## src/design/dss_pkg.sv

```systemverilog
`default_nettype none

package dss_pkg;

   localparam int DIGIT_COUNT_DEFAULT = 4;
   localparam int VALUE_WIDTH = 13;
   localparam int SWITCH_WIDTH = 16;
   localparam int POS_WIDTH = 3;

   localparam logic OP_SWITCH = 1'b0;
   localparam logic OP_TICK = 1'b1;

   localparam logic [7:0] SEG_BLANK = 8'hff;
   localparam logic [7:0] ANODE_RESET = 8'hbf;
   localparam logic [7:0] DIGIT_RESET = 8'h00;

   typedef struct packed {
      logic busy;
      logic done;
   } conv_stat_type;

   function automatic logic [7:0] seg_pattern(input logic [3:0] digit);
      logic [7:0] pat;
      case (digit)
         4'd0: pat = 8'hc0;
         4'd1: pat = 8'hf9;
         4'd2: pat = 8'ha4;
         4'd3: pat = 8'hb0;
         4'd4: pat = 8'h99;
         4'd5: pat = 8'h92;
         4'd6: pat = 8'h82;
         4'd7: pat = 8'hf8;
         4'd8: pat = 8'h80;
         4'd9: pat = 8'h90;
         default: pat = SEG_BLANK;
      endcase
      return pat;
   endfunction

   function automatic logic [7:0] start_lookup(input logic [POS_WIDTH-1:0] pos);
      logic [7:0] pat;
      case (pos)
         3'd1: pat = 8'hef;
         3'd2: pat = 8'hf7;
         3'd3: pat = 8'hfb;
         3'd4: pat = 8'hfd;
         3'd5: pat = 8'hfe;
         default: pat = SEG_BLANK;
      endcase
      return pat;
   endfunction

endpackage

`default_nettype wire

```

## src/design/dss_bcd_conv.sv

```systemverilog
`default_nettype none

module dss_bcd_conv
   import dss_pkg::*;
#(
   parameter int DIGIT_COUNT = DIGIT_COUNT_DEFAULT
) (
   input  wire logic                       clock,
   input  wire logic                       reset,
   input  wire logic                       start,
   input  wire logic [VALUE_WIDTH-1:0]     value,
   output conv_stat_type                   stat,
   output logic      [4*DIGIT_COUNT-1:0]   bcd
);

   localparam int BCD_WIDTH = 4 * DIGIT_COUNT;
   localparam int CNT_WIDTH = $clog2(VALUE_WIDTH);

   logic [VALUE_WIDTH-1:0] value_ff, value_in;
   logic [BCD_WIDTH-1:0]   bcd_ff, bcd_in;
   logic [CNT_WIDTH-1:0]   count_ff, count_in;
   logic                   busy_ff, busy_in;
   logic                   done_ff, done_in;
   logic [BCD_WIDTH-1:0]   adjusted;

   always_comb begin
      logic [3:0] digit;
      digit = 4'd0;
      for (int i = 0; i < DIGIT_COUNT; i++) begin
         digit = bcd_ff[i*4 +: 4];
         adjusted[i*4 +: 4] = (digit >= 4'd5) ? digit + 4'd3 : digit;
      end
   end

   always_comb begin
      value_in = value_ff;
      bcd_in   = bcd_ff;
      count_in = count_ff;
      busy_in  = busy_ff;
      done_in  = 1'b0;
      if (start) begin
         value_in = value;
         bcd_in   = '0;
         count_in = '0;
         busy_in  = 1'b1;
      end else if (busy_ff) begin
         // shift one bit in, add-3 correction per digit
         bcd_in   = {adjusted[BCD_WIDTH-2:0], value_ff[VALUE_WIDTH-1]};
         value_in = {value_ff[VALUE_WIDTH-2:0], 1'b0};
         count_in = count_ff + 1'b1;
         if (count_ff == CNT_WIDTH'(VALUE_WIDTH - 1)) begin
            busy_in = 1'b0;
            done_in = 1'b1;
         end
      end
   end

   always_ff @(posedge clock) begin
      value_ff <= value_in;
      bcd_ff   <= bcd_in;
      count_ff <= count_in;
      if (reset) begin
         busy_ff <= 1'b0;
         done_ff <= 1'b0;
      end else begin
         busy_ff <= busy_in;
         done_ff <= done_in;
      end
   end

   assign stat.busy = busy_ff;
   assign stat.done = done_ff;
   assign bcd       = bcd_ff;

endmodule

`default_nettype wire

```

## src/design/decimal_seven_segment_scanner.sv

```systemverilog
`default_nettype none

// channel   direction  handshake             payload
// req_      in         req_valid/req_stall   req_opcode, req_switches
// rsp_      out        rsp_valid/rsp_stall   rsp_anodes, rsp_segments
//
// A tick item's result sits in the output register.
// A switch item runs a load, one pass of the shared add-3/shift unit per bit of the 13-bit
// value and a write of the digit patterns; req_stall stays high meanwhile.
// Reset is synchronous: digit patterns clear, the scan starts at anodes 0xbf.
// An item waits while a result is held by rsp_stall.

module decimal_seven_segment_scanner
   import dss_pkg::*;
#(
   parameter int DIGIT_COUNT = DIGIT_COUNT_DEFAULT
) (
   input  wire logic                    clock,
   input  wire logic                    reset,
   input  wire logic                    req_valid,
   output logic                         req_stall,
   input  wire logic                    req_opcode,
   input  wire logic [SWITCH_WIDTH-1:0] req_switches,
   output logic                         rsp_valid,
   input  wire logic                    rsp_stall,
   output logic      [7:0]              rsp_anodes,
   output logic      [7:0]              rsp_segments
);

   localparam int IDX_WIDTH = (DIGIT_COUNT > 1) ? $clog2(DIGIT_COUNT) : 1;
   localparam logic [15:0] ONES_WIDE = (16'd1 << DIGIT_COUNT) - 16'd1;
   localparam logic [7:0] LOW_ONES = ONES_WIDE[7:0];

   logic [7:0]           digit_patterns_ff [DIGIT_COUNT];
   logic [IDX_WIDTH-1:0] scan_index_ff, scan_index_in;
   logic [7:0]           anode_pattern_ff, anode_pattern_in;
   logic [7:0]           start_pattern_ff;
   logic                 busy_ff;
   logic                 rsp_valid_ff;
   logic [7:0]           rsp_anodes_ff;
   logic [7:0]           rsp_segments_ff;

   logic                      accept;
   logic                      accept_switch;
   logic                      accept_tick;
   logic [7:0]                shifted;
   logic [15:0]               start_wide;
   logic [7:0]                wrap_pattern;
   logic [7:0]                start_new;
   conv_stat_type             conv_stat;
   logic [4*DIGIT_COUNT-1:0]  conv_bcd;

   assign req_stall     = busy_ff | (rsp_valid_ff & rsp_stall);
   assign accept        = req_valid & ~req_stall;
   assign accept_switch = accept & (req_opcode == OP_SWITCH);
   assign accept_tick   = accept & (req_opcode == OP_TICK);

   dss_bcd_conv #(
      .DIGIT_COUNT(DIGIT_COUNT)
   ) u_conv (
      .clock(clock),
      .reset(reset),
      .start(accept_switch),
      .value(req_switches[SWITCH_WIDTH-1:POS_WIDTH]),
      .stat (conv_stat),
      .bcd  (conv_bcd)
   );

   assign start_new    = start_lookup(req_switches[POS_WIDTH-1:0]);
   assign start_wide   = {8'h00, start_pattern_ff} << DIGIT_COUNT;
   assign wrap_pattern = start_wide[7:0] | LOW_ONES;
   assign shifted      = {anode_pattern_ff[6:0], 1'b1};

   always_comb begin
      scan_index_in    = scan_index_ff;
      anode_pattern_in = anode_pattern_ff;
      if (accept_switch) begin
         scan_index_in    = '0;
         anode_pattern_in = start_new;
      end else if (accept_tick) begin
         if (scan_index_ff == IDX_WIDTH'(DIGIT_COUNT - 1)) begin
            scan_index_in = '0;
         end else begin
            scan_index_in = scan_index_ff + 1'b1;
         end
         anode_pattern_in = (shifted == wrap_pattern) ? start_pattern_ff : shifted;
      end
   end

   always_ff @(posedge clock) begin
      if (reset) begin
         for (int i = 0; i < DIGIT_COUNT; i++) begin
            digit_patterns_ff[i] <= DIGIT_RESET;
         end
         scan_index_ff    <= '0;
         anode_pattern_ff <= ANODE_RESET;
         start_pattern_ff <= DIGIT_RESET;
         busy_ff          <= 1'b0;
         rsp_valid_ff     <= 1'b0;
      end else begin
         scan_index_ff    <= scan_index_in;
         anode_pattern_ff <= anode_pattern_in;
         if (accept_switch) begin
            start_pattern_ff <= start_new;
            busy_ff          <= 1'b1;
         end else if (conv_stat.done) begin
            busy_ff <= 1'b0;
         end
         if (conv_stat.done) begin
            for (int i = 0; i < DIGIT_COUNT; i++) begin
               digit_patterns_ff[i] <= seg_pattern(conv_bcd[i*4 +: 4]);
            end
         end
         if (accept_tick) begin
            rsp_valid_ff <= 1'b1;
         end else if (!rsp_stall) begin
            rsp_valid_ff <= 1'b0;
         end
      end
   end

   always_ff @(posedge clock) begin
      if (accept_tick) begin
         rsp_anodes_ff   <= anode_pattern_ff;
         rsp_segments_ff <= digit_patterns_ff[scan_index_ff];
      end
   end

   assign rsp_valid    = rsp_valid_ff;
   assign rsp_anodes   = rsp_anodes_ff;
   assign rsp_segments = rsp_segments_ff;

`ifndef NO_ASSERTIONS
   a_switch_busy: assert property (@(posedge clock) disable iff (reset)
      accept_switch |=> busy_ff)
      else $error("switch item did not start conversion");

   a_conv_in_busy: assert property (@(posedge clock) disable iff (reset)
      (conv_stat.busy || conv_stat.done) |-> busy_ff)
      else $error("conversion active outside busy window");

   a_tick_result: assert property (@(posedge clock) disable iff (reset)
      accept_tick |=> rsp_valid_ff)
      else $error("tick item produced no result");

   a_no_tick_busy: assert property (@(posedge clock) disable iff (reset)
      busy_ff |-> !accept)
      else $error("item accepted during conversion");
`endif

endmodule

`default_nettype wire

```

## config.mk

```make
export PLATFORM = sky130hd
export DESIGN_NAME = decimal_seven_segment_scanner
export DESIGN_NICKNAME = d
export VERILOG_FILES = /design/src/design/dss_pkg.sv /design/src/design/dss_bcd_conv.sv /design/src/design/decimal_seven_segment_scanner.sv
export SDC_FILE = /design/constraint.sdc
export NUM_CORES = 1
export LEC_CHECK = 0
export ABC_AREA = 0
export BUFFER_PORTS_ARGS = -buffer_cell sky130_fd_sc_hd__buf_2
export CELL_PAD_IN_SITES_DETAIL_PLACEMENT = 0
export CELL_PAD_IN_SITES_GLOBAL_PLACEMENT = 1
export CORE_MARGIN = 2
export CORE_UTILIZATION = 48
export CTS_CLUSTER_DIAMETER = 200
export DETAILED_ROUTE_END_ITERATION = 16
export GPL_TIMING_DRIVEN = 1
export PLACE_DENSITY_LB_ADDON = 0.1
export SYNTH_ARGS = -nofsm -noshare
export SYNTH_HDL_FRONTEND = slang
export SYNTH_SLANG_ARGS = --single-unit
```

## constraint.sdc

```tcl
create_clock -name clock -period 2.7 [get_ports clock]
set_input_delay 0.135 -clock clock [delete_from_list [all_inputs] [get_ports clock]]
set_output_delay 0.135 -clock clock [all_outputs]
set_load 0.005 [all_outputs]
```

**After elaboration in Yosys (flattened, before gate mapping)**

Memories as Yosys holds them, arrays and structs flattened. A register that Yosys moved wholly into a read port is not among the register bits.
Index checks and enable logic that the tools add are counted.
W data, S select, Z words.

- Flip-flop bits (word level): 63
- RAM bits: 32
- ROM bits: 448
- Word-level logic and storage cells: 96
- Memories: 5

- Add/subtract/negate cells: 6
- Magnitude comparators: 4
- Equality and inequality tests: 9
- Muxes and demuxes: 44
- Bitwise logic cells: 12
- Reduce and logical (&&, ||, !) cells: 5

Memory list:

| memory | depth | width | read ports | clocked after memory_dff | write ports | line | text |
|---|---|---|---|---|---|---|---|
| (no name shown) | 16 | 7 | 1 | 1 | 0 | dss_pkg.sv:24 | `case (digit)` |
| (no name shown) | 16 | 7 | 1 | 1 | 0 | dss_pkg.sv:24 |  |
| (no name shown) | 16 | 7 | 1 | 1 | 0 | dss_pkg.sv:24 |  |
| (no name shown) | 16 | 7 | 1 | 1 | 0 | dss_pkg.sv:24 |  |
| digit_patterns_ff | 4 | 8 | 1 | 1 | 4 | decimal_seven_segment_scanner.sv:34 | `logic [7:0] digit_patterns_ff [DIGIT_COUNT];` |

Operators by type and width:

| kind | number |
|---|---|
| $mux W8 | 15 |
| $mux W4 | 11 |
| $mux W13 | 2 |
| $pmux W5 S5 | 1 |
| $ge A4 B3 Y1 const B | 4 |
| $mux W1 | 13 |
| $add A4 B2 Y4 const B | 3 |
| $eq A7 B7 Y1 | 1 |
| $eq A3 B2 Y1 const B | 2 |
| $eq A3 B3 Y1 const B | 2 |
| $reduce_bool A2 Y1 | 3 |
| $or A1 B1 Y1 | 5 |
| $add A4 B1 Y4 const B | 1 |
| $and A1 B1 Y1 | 4 |
| $eq A4 B4 Y1 const B | 1 |
| $add A3 B2 Y3 const B | 1 |
| $eq A3 B1 Y1 const B | 1 |
| $mux W3 | 1 |
| $not A1 Y1 | 3 |
| $reduce_or A3 Y1 | 1 |
| $add A2 B1 Y2 const B | 1 |
| $eq A2 B2 Y1 const B | 1 |
| $mux W2 | 1 |
| $ne A2 B1 Y1 const B | 1 |
| $reduce_or A2 Y1 | 1 |

**Longest topological paths before layout**

- Depth after elaboration: 7
- Depth in mapped cells: 11

**By module**

A second synthesis with hierarchy kept.

- Cells, all modules: 495
- Area total of the unflattened synthesis: 5,193.7 um^2

By module, submodules not included:

| module | instances | cells an instance | area each (um^2) | seq. area each (um^2) |
|---|---|---|---|---|
| decimal_seven_segment_scanner | 1 | 319 | 3,403.3 | 1,731.7 |
| dss_bcd_conv | 1 | 176 | 1,790.5 | 830.8 |

**Worst setup path before layout**

No wires, ideal clock.

- Kind: register -> register
- Start point: reg u_conv.bcd_ff[1] (netlist: u_conv.bcd[1])
- End point: reg with a tool-made name
- Arrival time: 2.048 ns
- Slack: 0.522 ns
- Stages on the path, launching flop included: 11
- Buffers on the path: 0
- Path through: dfxtp_1 inv_1 ha_1 nand2b_1 a2111o_1 a31oi_1 inv_1 ha_1 inv_1 mux2i_1 a21oi_1

RTL lines:

| what | line | text |
|---|---|---|
| start, declared | dss_bcd_conv.sv:20 | `logic [BCD_WIDTH-1:0] bcd_ff, bcd_in;` |
| start signal, assigned | dss_bcd_conv.sv:60 | `bcd_ff <= bcd_in;` |

==> results.md <==
* Status: finished, final reports clean
* Int Pwr at between 4 and 5 mW
* Fin area at approximately 0.007 mm^2
* Routed wire per std cell at 14.1 um
* Max-Cap Viols at 0
* Max Fclk at between 0.4 and 0.5 GHz
* Synth Cell Area at between 0.005 and 0.006 mm^2
* Vias at about 4000
* Htree depth at 4
* Final hold violation count at 0
* Multi-input logic area at roughly 0.0025 mm^2
* Antenna Cells at 0
* Met2 Use GR at 0.252
* Pin count of the biggest net entering global routing at 32
* Syn_area_per_cell at 10.7 um^2
* # IOs at 39
* WP buf/inv at 2
* Gr busiest metal: met1
* CP delay by family, top: compound AO/OA/AOI/OAI gates
* Post-route ant nets at 0
* Commonest non-fill, non-tap cell in the layout: dfxtp_1
* Worst slew margin at 0.370
* Die area at ~0.013 mm^2
* Clock latency on the worst-skew pair at a little over 0.4 ns
* Sequential Area at 0.00312 mm^2
* CP max stage delay at 0.47 ns
* Clock transition at path regs at around 0.060 ns
* DRT Pass-1 Iters at 4
* Crit path kind: register to register
* Synth warn at 0
* Clock Skews at about 0.0085 ns
* Commonest non-fill, non-tap cells in the layout: 69 x dfxtp_1, 64 x nand2_1, 58 x edfxtp_1, 40 x a21oi_1, 38 x buf_2
* R2r setup slk at around 0.26 ns
* Flops & latches, synth at about 130
* Unrepaired setup endpoints after global routing: false
* Pre-CTS WS at 0.276 ns
* Worst Max-Slew Pin Slew at 0.945 ns
* FILL cells at about 1000
* Critical-path cell list: inv_1 -> ha_1 -> nand2b_1 -> a2111o_1 -> a31oi_1 -> inv_2 -> ha_1 -> mux2i_1 -> a2bb2oi_1
* GR met3 Demand/Resource at 0.0418
* Area growth, synth to finish at 17.7%
* Most used cell, CP: ha_1
* Yosys cell types at slightly above 60
* Post-Layout Cell Count at ~760
* Starting Density at 0.489
* Worst reg2reg path depth at 9
* Switching power at between 1.5 and 2 mW
* Switching power share of the total at 0.282
* Worst Hold Launch: req_switches[15]
* Post-synth EDFFs at 58
* Total Routing Usage GR at 0.178
* Initial antenna violation count at 0
* DRC at 0
* Post-DP Area at 0.00617 mm^2
* Hold depth at 3
* Total grt overflow at 0
* Critical path startpoint category: register
* Num CTS Buffers at 17
* Critical path data required time at between 2 and 3 ns
* Clock Sink Count at 127
* WL final at around 11000 um
* Vias in the first global route at between 3000 and 4000
* Hold Path Class: primary input to register
* Post-CTS setup buffer count at 0
* DRT iter0 DRCs at around 170
* Gate power share at 0.192
* CTS max path bufs at 2
* Sequential fraction of the synthesis area at 0.534
* CTS tree: yes
* PortBufs at 38
* Dpl cells at slightly above 700
* Crit end category: register
* Post-layout util at 0.575
* CTS root buffer: clkbuf_16
* Syn Nets at 599
* CTS resizes at 0
* Pins over their slew limit at 0
* Final Worst Setup Slack at between 0.2 and 0.3 ns
* Ys flop type: dfxtp_1
* Crit path time final at between 2 and 2.5 ns
* Nets at between 600 and 700
* VDD IR-drop max at ~0.31 mV
* Global-route wire length before repair at ~18000 um
* CTS Hold Buffers Added at 12
* Sequential share of power at 0.426
* Row count at 40
* Fraction of layout cells with a size suffix above 1 at 0.176
* DIE WIDTH at 114 um
* Final setup fails at 0
* Clock power share at 0.381
* Worst Hold End: u_conv.value_ff[12]$_DFFE_PP_
* Data arrival time of the worst path at 2.68 ns
* FFs w/ async S/R, synth at 0
* Syn Inst Count at roughly 550
* Post-DP HPWL at around 7600 um
* Pleak at between 2 and 3 nW
* Fin Setup TNS at 0 ns
* Highest-delay cell along the critical path: a2111o_1
* Pwr/cell area at 850 mW/mm^2
* Fin crit share at 0.905
* FF-to-FF Start: u_conv.bcd[9]$_SDFFE_PP0P_
* Die H at approximately 110 um
* Crit-path max FO at 5
* Core region area at 0.0120 mm^2
* Met1 usage at 0.259
* GPL Wtd Cong at 0.813
* Post-DR vias/cell at just over 5
how the worst max path moves through the flow:
stage	cells after the start	slack, ns	end	start
floorplan	10	0.52	register	u_conv.bcd[1]$_SDFFE_PP0P_
global placement	9	0.28	register	u_conv.bcd[0]$_SDFFE_PP0P_
detailed placement	10	0.28	register	u_conv.bcd[4]$_SDFFE_PP0P_
CTS	9	0.25	register	u_conv.bcd[0]$_SDFFE_PP0P_
global route	10	0.06	register	u_conv.bcd[4]$_SDFFE_PP0P_
finish	9	0.26	register	u_conv.bcd[9]$_SDFFE_PP0P_
cells in the mapped netlist (13+ instances only):
cell       n  area share
mux2i_1   13       0.022
clkbuf_1  14      0.0090
inv_1     31       0.020
dfxtp_1   69        0.24
and2_1    30       0.032
nand3_1   15       0.013
nor2_1    23       0.015
ha_1      31       0.066
nand2_1   64       0.041
edfxtp_1  58        0.30
o21ai_0   15       0.013
a21oi_1   40       0.034
kinds of logic (layout without fill, tap and decap cells):
logic type	Yosys count	count (layout)	synth area share
buffers and inverters	62	130	0.0462
AND/OR/NAND/NOR	175	175	0.149
AO/OA/AOI/OAI	120	120	0.136
multiplexers	22	22	0.0531
XOR/XNOR	10	10	0.0150
adder cells (fa/ha/maj)	31	31	0.0664
flip-flops	127	127	0.534
stage by stage:
stage	power (mW)	hold WS, ns
after global placement	3.61	0.394
after floorplan	3.36	0.213
after global routing	6.16	0.0190
final	5.85	0.0189
after CTS	5.90	0.00997
after detailed placement	3.65	0.400
routing by layer:
metal  routed length [um]  part of all wire
met2                 4590              0.43
met4                  204             0.019
met5                    0                 0
met3                  369             0.034
met1                 5560              0.52
layout make-up:
type                    count  area share
clock inverters            15      0.0235
well taps                 147      0.0267
clock buffers              17      0.0618
inverters                  36      0.0196
multi-input cells         358       0.356
repair buffers             62      0.0582
flip-flops and latches    127       0.454
worst register-to-register path, delay by kind of cell, from the launching register on:
| family | cells | cell delay [ns] |
|---|---|---|
| compound gates | 3 | 0.91 |
| flops | 1 | 0.39 |
| fa+ha+maj | 2 | 0.39 |
| buf+inv | 2 | 0.19 |
| simple gates | 1 | 0.19 |
| mux | 1 | 0.19 |
power groups by stage:
stage | Sequential (mW) | Clock, mW | Combinational (mW)
final | 2.49 | 2.23 | 1.12
after global routing | 2.53 | 2.34 | 1.28
after CTS | 2.50 | 2.27 | 1.13
after detailed placement | 2.53 | 0 | 1.11
after global placement | 2.52 | 0 | 1.09
after floorplan | 2.47 | 0 | 0.884
No activity file was read; power rests on OpenSTA's default activity.
